===== src/design/block_sparse_row_insert_core_defines.svh =====
// assertion macros shared by the block sparse row insert core
// depends on nothing; users must have clk and arst_n in scope
`ifndef BLOCK_SPARSE_ROW_INSERT_CORE_DEFINES_SVH
`define BLOCK_SPARSE_ROW_INSERT_CORE_DEFINES_SVH
`ifndef SYNTHESIS
`define BSRI_ASSERT(lbl, prop, msg) \
	lbl: assert property (@(posedge clk) disable iff (!arst_n) prop) else $error(msg);
`define BSRI_ASSERT_NR(lbl, prop, msg) \
	lbl: assert property (@(posedge clk) prop) else $error(msg);
`else
`define BSRI_ASSERT(lbl, prop, msg)
`define BSRI_ASSERT_NR(lbl, prop, msg)
`endif
`endif


===== src/design/bsri_pkg.sv =====
// shared types and constants of the block sparse row insert core
// used by the controller, the datapath and the double adder
package bsri_pkg;

	localparam logic REQ_ACC  = 1'b0;
	localparam logic REQ_READ = 1'b1;

	localparam int          DBL_QUIET_BIT   = 51;
	localparam logic [63:0] DBL_DEFAULT_NAN = 64'hFFF8_0000_0000_0000;
	localparam logic [10:0] DBL_EXP_MAX     = 11'h7FF;

	// result to register at the end of an item
	typedef enum logic [2:0] {
		RES_NONE,
		RES_ZERO,
		RES_READ,
		RES_FOUND,
		RES_FULL
	} res_op_t;

	typedef struct packed {
		logic    load;
		logic    clr_wr;
		logic    fill_rd;
		logic    fill_ld;
		logic    scan_rd;
		logic    pos_inc;
		logic    blk_rd_pos;
		logic    fadd_go;
		logic    blk_wr_add;
		logic    j_init;
		logic    shift_rd;
		logic    shift_wr;
		logic    insert;
		res_op_t res_op;
	} cmd_t;

	typedef struct packed {
		logic clr_last;
		logic bad;
		logic is_read;
		logic pos_lt_fill;
		logic col_lt;
		logic col_eq;
		logic fill_full;
		logic j_gt_pos;
		logic fadd_done;
	} status_t;

endpackage


===== src/design/bsri_ctrl.sv =====
// controller state machine: clearing pass, row scan, shift, insert, add
// depends on bsri_pkg and the assertion macro header
`include "block_sparse_row_insert_core_defines.svh"
module bsri_ctrl (
	input  logic              clk,
	input  logic              arst_n,
	input  logic              start,
	input  bsri_pkg::status_t st,
	output bsri_pkg::cmd_t    cmd,
	output logic              busy,
	output logic              done
);
	import bsri_pkg::*;

	typedef enum logic [3:0] {
		S_CLEAR, S_IDLE, S_FILL_RD, S_FILL_LD, S_SCAN_RD, S_SCAN_CK, S_MISS,
		S_HIT_RD, S_HIT_USE, S_ADD_WAIT, S_SHIFT_CHK, S_SHIFT_WR, S_INSERT
	} state_t;

	state_t state_q, state_d;
	logic   busy_q, done_q;

	// commands and next state
	always_comb begin
		cmd = '0;
		cmd.res_op = RES_NONE;
		state_d = state_q;
		case (state_q)
			S_CLEAR: begin
				cmd.clr_wr = 1'b1;
				if (st.clr_last)
					state_d = S_IDLE;
			end
			S_IDLE: begin
				if (start) begin
					cmd.load = 1'b1;
					state_d = S_FILL_RD;
				end
			end
			S_FILL_RD: begin
				if (st.bad) begin
					cmd.res_op = RES_ZERO;
					state_d = S_IDLE;
				end else begin
					cmd.fill_rd = 1'b1;
					state_d = S_FILL_LD;
				end
			end
			S_FILL_LD: begin
				cmd.fill_ld = 1'b1;
				state_d = S_SCAN_RD;
			end
			S_SCAN_RD: begin
				if (st.pos_lt_fill) begin
					cmd.scan_rd = 1'b1;
					state_d = S_SCAN_CK;
				end else begin
					state_d = S_MISS;
				end
			end
			S_SCAN_CK: begin
				if (st.col_lt) begin
					cmd.pos_inc = 1'b1;
					state_d = S_SCAN_RD;
				end else if (st.col_eq) begin
					state_d = S_HIT_RD;
				end else begin
					state_d = S_MISS;
				end
			end
			S_HIT_RD: begin
				cmd.blk_rd_pos = 1'b1;
				state_d = S_HIT_USE;
			end
			S_HIT_USE: begin
				if (st.is_read) begin
					cmd.res_op = RES_READ;
					state_d = S_IDLE;
				end else begin
					cmd.fadd_go = 1'b1;
					state_d = S_ADD_WAIT;
				end
			end
			S_ADD_WAIT: begin
				if (st.fadd_done) begin
					cmd.blk_wr_add = 1'b1;
					cmd.res_op = RES_FOUND;
					state_d = S_IDLE;
				end
			end
			S_MISS: begin
				if (st.is_read) begin
					cmd.res_op = RES_ZERO;
					state_d = S_IDLE;
				end else if (st.fill_full) begin
					cmd.res_op = RES_FULL;
					state_d = S_IDLE;
				end else begin
					cmd.j_init = 1'b1;
					state_d = S_SHIFT_CHK;
				end
			end
			S_SHIFT_CHK: begin
				if (st.j_gt_pos) begin
					cmd.shift_rd = 1'b1;
					state_d = S_SHIFT_WR;
				end else begin
					state_d = S_INSERT;
				end
			end
			S_SHIFT_WR: begin
				cmd.shift_wr = 1'b1;
				state_d = S_SHIFT_CHK;
			end
			S_INSERT: begin
				cmd.insert = 1'b1;
				cmd.res_op = RES_ZERO;
				state_d = S_IDLE;
			end
			default: state_d = S_IDLE;
		endcase
	end

	// state and registered outputs
	always_ff @(posedge clk or negedge arst_n) begin
		if (!arst_n) begin
			state_q <= S_CLEAR;
			busy_q <= 1'b1;
			done_q <= 1'b0;
		end else begin
			state_q <= state_d;
			busy_q <= (state_d != S_IDLE);
			done_q <= (cmd.res_op != RES_NONE);
		end
	end

	assign busy = busy_q;
	assign done = done_q;

	`BSRI_ASSERT_NR(a_done_not_busy, done_q |-> !busy_q, "result strobe while busy")
	`BSRI_ASSERT(a_accept_busy, (start && !busy_q) |=> busy_q, "item taken but not busy")
	`BSRI_ASSERT(a_done_single, done_q |=> !done_q, "result strobe longer than a cycle")

endmodule

===== config.mk =====
export PLATFORM = sky130hd
export DESIGN_NAME = bsri_ctrl
export DESIGN_NICKNAME = d
export VERILOG_FILES = /design/src/design/bsri_pkg.sv /design/src/design/bsri_ctrl.sv
export VERILOG_INCLUDE_DIRS = /design/src /design/src/design
export SDC_FILE = /design/constraint.sdc
export NUM_CORES = 1
export LEC_CHECK = 0
export BUFFER_PORTS_ARGS = -buffer_cell sky130_fd_sc_hd__buf_4
export CAP_MARGIN = 20
export CORE_MARGIN = 2
export CORE_UTILIZATION = 41
export CTS_BUF_LIST = sky130_fd_sc_hd__clkbuf_8
export DETAILED_ROUTE_END_ITERATION = 16
export MAX_ROUTING_LAYER = met4
export PLACE_DENSITY_LB_ADDON = 0.15
export RECOVER_POWER = 100
export SYNTH_ARGS = -nofsm -noshare
export SYNTH_HDL_FRONTEND = slang
export SYNTH_SLANG_ARGS = --single-unit
export TNS_END_PERCENT = 100

===== constraint.sdc =====
create_clock -name clk -period 1.8 [get_ports clk]
set_input_delay 0.36 -clock clk [delete_from_list [all_inputs] [get_ports clk]]
set_output_delay 0.36 -clock clk [all_outputs]
set_load 0.1 [all_outputs]

==> flow_metrics.tcl, run 1 <==
set metrics [dict create \
    syn-num-nets 83 \
    cts.htree.levels 1 \
    synth_top_area_frac 0.219 \
    postCtsResizedCells 51 \
    stop_stage "clock tree synthesis (4_1_cts)" \
    gp_congestion 0.885 \
    synth_seq_cells 6 \
    firstError "[ERROR DPL-0038] Utilization greater than 100%, impossible to legalize" \
    initial_core_util 0.439 \
    synth_seq_area_share 0.265 \
    synth_area_per_cell_sq_um 8.05 \
    hpwl_microns 1710 \
    cts.sinks 6 \
    ctsHoldBuffers 1 \
    yosysUniqueCellTypes 39 \
    std_cell_rows 13 \
    outcome "aborted with a tool error" \
    io_pins 30 \
    netlist_area_sq_um 572 \
    max-clock-path-buffers 2 \
    post_cts_buffers 7 \
    syn_inst 71 \
    yosys.area.top_type "dfrtp_1" \
    numCtsBuffers 3 \
    cts_root_buffer "clkbuf_8" \
    portBuffers 29 \
    die_h_microns 41.3 \
    yosys_warnings 0 \
    chipWidth_microns 41.3 \
    place_area_sq_um 1080 \
    synth.area.top_cells "dfrtp_1, nor3_1, dfstp_2" \
]
## synthesized netlist by cell type
cell,instances
mux2i_1,1
inv_1,2
o21ai_1,1
a2111o_1,1
nor3b_1,1
nor4_1,2
nor4b_1,1
or4_4,1
inv_2,1
and3_4,1
nand4b_1,1
dfstp_2,1
o2111ai_1,1
o21ai_0,2
nor3_1,7
o211ai_1,1
a22oi_1,1
nand3_1,3
a32oi_1,1
nor2b_1,3
a21oi_1,3
and3_1,4
and2b_1,1
clkbuf_4,1
nand2b_1,1
nor2b_2,2
nor3_2,1
and3b_2,1
or3_1,1
buf_4,1
o31ai_2,1
dfrtp_1,5
o32ai_1,1
or4b_1,1
nor2_1,4
buf_6,1
nand2_1,6
buf_2,2
a31o_1,1
## stage by stage
step | cells | worst slack [ps]
2_1_floorplan | 71 | -306
3_3_place_gp | 133 | -98.3
3_5_place_dp | 133 | -117
## kinds of logic after synthesis
logic type             count (synthesis)  synth area share
flip-flops                             6             0.265
multiplexers                           1            0.0175
buffers and inverters                  8            0.0832
AND/OR/NAND/NOR                       42             0.453
AO/OA/AOI/OAI                         14             0.182
==> run 2, diff against run 1 <==
- CORE_AREA: default -> 2 2 63 65
- CORE_MARGIN: 2 -> default
- CORE_UTILIZATION: 41 -> default
- CTS_BUF_LIST: sky130_fd_sc_hd__clkbuf_8 -> default
- DIE_AREA: default -> 0 0 65 67
- MAX_ROUTING_LAYER: met4 -> default
- clock period: 1.8 -> 2.34 ns (I/O delays scaled with it)
==> run 2 against run 1 <==
Compared with the run above: the run now ends clean; synthesized cell count unchanged; area after synthesis unchanged.
==> flow_metrics.tcl, run 2 <==
set metrics [dict create \
    p_leak_nw 0.447 \
    powerDensity_nw_per_um2 1520 \
    std_cell_rows 22 \
    hold_path.class "in2async" \
    synth-compound-area-share 0.182 \
    utilization 0.278 \
    grtUsageMet2 0.152 \
    io_pins 30 \
    ys_top_cells_by_count "nor3_1, nand2_1, dfrtp_1, and3_1, nor2_1" \
    final_common_cell "buf_4" \
    outcome "completed" \
    drc 0 \
    setup_viol 0 \
    tritoncts "done" \
    yosysUniqueCellTypes 39 \
    finClkSkew_ps 7.49 \
    hpwl_microns 1760 \
    antenna_found_initial 0 \
    rr_endpoint "busy" \
    cp-start-kind "register" \
    largest_reg_flops 4 \
    dieArea_sq_um 4360 \
    gr-total-overflow 0 \
    nets 120 \
    crit_type "reg2out" \
    grt_use_met1 0.130 \
    route.vias.total 702 \
    chipWidth_microns 65 \
    rsz0062_at_grt "no" \
    syn_inst 71 \
    crit_path_max_fanout 10 \
    cts.htree.levels 1 \
    initial_core_util 0.159 \
    cts_root_buffer "clkbuf_8" \
    grt_max_degree 11 \
    clock_latency_ps 230 \
    max-clock-path-buffers 2 \
    top_usage_layer "met2" \
    worst_pin_slew_ps 1160 \
    ctsHoldBuffers 0 \
    setup_tns_ps 0 \
    synth-main-ff-cell "dfrtp_1" \
    cp.arrival_ps 1760 \
    yosysMostFrequentCell "nor3_1" \
    synth_simple_gate_area_frac 0.453 \
    core_sq_um 3610 \
    yosys.area.top_type "dfrtp_1" \
    final_max_slew_viol_count 0 \
    synthAdderAreaFrac 0 \
    drive_above_1_share 0.551 \
    synth_seq_area_share 0.265 \
    regMostFlops "state_q" \
    synth_xor_area_frac 0 \
    first_pass_iters 4 \
    crit_required_ps 1870 \
    drtIter0Drc 26 \
    fmax_ghz 0.448 \
    synth.area.top_cells "dfrtp_1, nor3_1, dfstp_2" \
    die_h_microns 67 \
    synth_area_per_cell_sq_um 8.05 \
    r2r_setup_slack_ps 250 \
    numCtsBuffers 3 \
    synth-edff-count 0 \
    finalCritPeriodShare 0.954 \
    first_global_vias 684 \
    grt_usage 0.0985 \
    synthMuxAreaShare 0.0175 \
    clk_pin_slew_ps 40 \
    async_reset_ff_frac 1.00 \
    layout_common_cells "buf_4, nand2_1, and3_1, nor2b_2, nor3_1" \
    grt_pass1_wl_microns 3260 \
    synth_top_family_by_area "simple AND/OR/NAND/NOR gates" \
    maxCapViolCount 0 \
    ant_nets 0 \
    min_period_ps 2230 \
    end_kind "primary output" \
    slew_headroom 0.232 \
    cts.sinks 6 \
    yosys_warnings 0 \
    final_cells 155 \
    drt-total-wl_microns 2130 \
    viasPerCell 4.53 \
    n_antenna_cell 0 \
    netlist_area_sq_um 572 \
    hold_viol 0 \
    gp_congestion 0.881 \
    dp_cells 151 \
    synth_top_area_frac 0.219 \
    area_growth_pct 75.3 \
    peakVddDrop_uv 349 \
    syn-num-nets 83 \
    portBuffers 29 \
    wl_per_cell_microns 13.7 \
    ff2ff_path_depth 5 \
    synth_seq_cells 6 \
    gr-usage-met3 0.0152 \
    reg2reg_from "state_q[1]" \
]
==> run 2: power by group <==
group          internal, mW  switching (mW)  leakage (nW)
logic                 0.333           0.777         0.351
clock network         0.118          0.0490        0.0228
registers             0.158          0.0935        0.0732
==> run 2: what timing repair did <==
action                                  in CTS  in global routing
buffers inserted                             0                  0
resized for setup                            1                  2
endpoints found under the setup margin       2                  3
==> run 2: per-stage QoR <==
stage	total power, mW	cell area (sq um)	hold WS, ps	worst slack (ps)
after floorplan	1.11	661	172	-54.9
after global routing	1.60	1000	144	9.69
after CTS	1.54	1010	40.7	61.9
after detailed placement	1.37	962	282	185
after global placement	1.38	962	277	182
final	1.53	1000	114	107
==> run 2: kinds of logic (layout without fill, tap and decap cells) <==
group	Yosys count	count (layout)
buf+inv	8	44
simple gates	42	42
flops	6	6
mux	1	1
compound gates	14	14
==> run 2: worst max-delay path by stage <==
stage / from / end / slack [ps] / cells after the start
after floorplan: state_q[1] / cmd[12] / -50 / 3
after global placement: state_q[1] / busy / 180 / 5
after detailed placement: state_q[1] / busy / 190 / 5
after CTS: state_q[2] / cmd[2] / 60 / 4
after global routing: state_q[2] / cmd[2] / 10 / 4
final: state_q[1] / cmd[2] / 110 / 4
==> run 2: cell type report <==
class | count | area, sq um
fillers | 397 | 2600
multi-input cells | 57 | 464
repair buffers | 37 | 268
flip-flops and latches | 6 | 154
well taps | 48 | 60.1
clock buffers | 4 | 45.0
inverters | 3 | 11.3
==> run 2: worst max-delay path: stages (launching register included) <==
cell     delay (ps)
dfrtp_2         470
nor2b_2         320
nand2_1         190
nor3b_4         230
buf_4           320
==> run 2: per-layer routing <==
metal	share of wire	vias to the layer above
met5	0	-
met1	0.47	327
li1	-	342
met3	0.046	4
met4	0.017	0
met2	0.47	29
No activity file was read; power rests on OpenSTA's default activity.
==> run 3, diff against run 2 <==
- RECOVER_POWER: 100 -> default
==> run 3 against run 2 <==
Compared with the run above: design area increased by 1.0%; highest routed layer unchanged; first-iteration DRC count unchanged; final cell count unchanged; fmax is the same; via count did not move; die area stayed put; non-clock buffer count is the same; register-to-register slack about the same.
==> flow_metrics.tcl, run 3 (synthesis results as in run 2) <==
set metrics [dict create \
    outcome "completed" \
    first_global_vias 684 \
    worst_pin_slew_ps 314 \
    switching_share 0.597 \
    core_sq_um 3610 \
    powerDensity_nw_per_um2 1520 \
    regMostFlops "state_q" \
    max-clock-path-buffers 2 \
    worstSetupEndpoint "cmd[2]" \
    crit_path_max_fanout 10 \
    viasPerCell 4.53 \
    initial_core_util 0.159 \
    cts.htree.levels 1 \
    dieArea_sq_um 4360 \
    maxCapViolCount 0 \
    io_pins 30 \
    cts.sinks 6 \
    post-place-ws_ps 185 \
    peakVddDrop_uv 349 \
    min_period_ps 2230 \
    cp.arrival_ps 1760 \
    grt_pass1_wl_microns 3260 \
    seq_power_share 0.164 \
    setup_viol 0 \
    grt_max_degree 11 \
    p_comb_frac 0.728 \
    nets 120 \
    area_growth_pct 77.0 \
    cp-startpoint "state_q[1]" \
    end_kind "primary output" \
    ctsHoldBuffers 0 \
    slew_headroom 0.791 \
    ant_nets 0 \
    fmax_ghz 0.448 \
    drive_above_1_share 0.570 \
    worst_slack_ps 107 \
    final_cells 155 \
    reg2reg_from "state_q[1]" \
    cp-start-kind "register" \
    first_pass_iters 4 \
    numCtsBuffers 3 \
    crit_type "reg2out" \
    finalCritPeriodShare 0.954 \
    worst-path-buf-inv 1 \
    drt-total-wl_microns 2130 \
    post_cts_buffers 0 \
    route.vias.total 702 \
    p_clk_frac 0.108 \
    p_leak_nw 0.455 \
    grt_usage 0.0985 \
    path_depth 4 \
    n_antenna_cell 0 \
    tritoncts "done" \
    clk_pin_slew_ps 40 \
    layout_common_cells "buf_4, nand2_1, and3_1, nor2b_2, nor3_1" \
    finClkSkew_ps 7.49 \
    cp_slowest_stage_delay_ps 470 \
    gr-total-overflow 0 \
    dp_cells 151 \
    drtIter0Drc 26 \
    chipWidth_microns 65 \
    internal_power_mw 0.620 \
    std_cell_rows 22 \
    power.total_mw 1.54 \
    p_switching_mw 0.920 \
    portBuffers 29 \
    path_cells "nor2b_2 -> nand2_1 -> nor3b_4 -> buf_4" \
    final_max_slew_viol_count 0 \
    antenna_found_initial 0 \
    path_delay_family "simple AND/OR/NAND/NOR gates" \
    hold_viol 0 \
    rsz0062_at_grt "no" \
    wl_per_cell_microns 13.8 \
    hpwl_microns 1760 \
    crit_required_ps 1870 \
    hold_ws_ps 40.0 \
    cpMaxStageDelayCell "dfrtp_2" \
    rr_endpoint "busy" \
    r2r_setup_slack_ps 250 \
    gp_congestion 0.881 \
    ff2ff_path_depth 5 \
    drc 0 \
    clock_latency_ps 230 \
    hold_path.class "in2async" \
    largest_reg_flops 4 \
    cts_root_buffer "clkbuf_8" \
    final_common_cell "buf_4" \
    die_h_microns 67 \
]
run 3: changes by cell type in the layout (fill, tap and decap cells not counted), sizes merged:
cell | before | now
clkbuf | 7 | 4
buf | 34 | 37
run 3: worst min path at each step:
stage	start	end	slack [ps]	depth (start not counted)
after floorplan	arst_n	done	170	0
after global placement	arst_n	done	280	1
after detailed placement	arst_n	done	280	1
after CTS	arst_n	state_q[0]	40	1
after global routing	arst_n	state_q[0]	40	1
final	arst_n	state_q[0]	40	1
run 3: cell type report:
class / count / area, sq um
clock buffer: 4 / 45.0
fill: 397 / 2590
inverter: 3 / 11.3
multi-input combinational: 57 / 464
sequential: 6 / 154
tap: 48 / 60.1
timing repair buffer: 37 / 278
run 3: stage by stage:
stage,instance area [sq um],util,TNS (ps)
final,1010,0.281,0
after global routing,1010,0.281,0
after CTS,1010,0.280,0
after detailed placement,962,0.267,0
after global placement,962,0.267,0
after floorplan,661,-,-85.9
run 3: power groups by stage:
stage                     clock network, mW  logic, mW  registers [mW]
after CTS                             0.170       1.12           0.249
final                                 0.166       1.12           0.252
after floorplan                           0      0.805           0.301
after detailed placement                  0       1.12           0.247
after global routing                  0.175       1.18           0.261
after global placement                    0       1.13           0.249
run 3: per-layer routing:
metal | vias up | GRT usage | part of all wire | routed length, microns
met5 | - | 0 | 0 | 0
met4 | 0 | 0.0559 | 0.017 | 36
met3 | 4 | 0.0152 | 0.046 | 98
met2 | 29 | 0.152 | 0.47 | 992
met1 | 327 | 0.130 | 0.47 | 1010
li1 | 342 | - | - | -
run 3: what timing repair did:
| item | in CTS | in global routing |
|---|---|---|
| setup endpoints to repair | 2 | 3 |
| gates resized for setup | 1 | 2 |
| pin swaps | 0 | 0 |
| endpoints found under the hold margin | 0 | 0 |
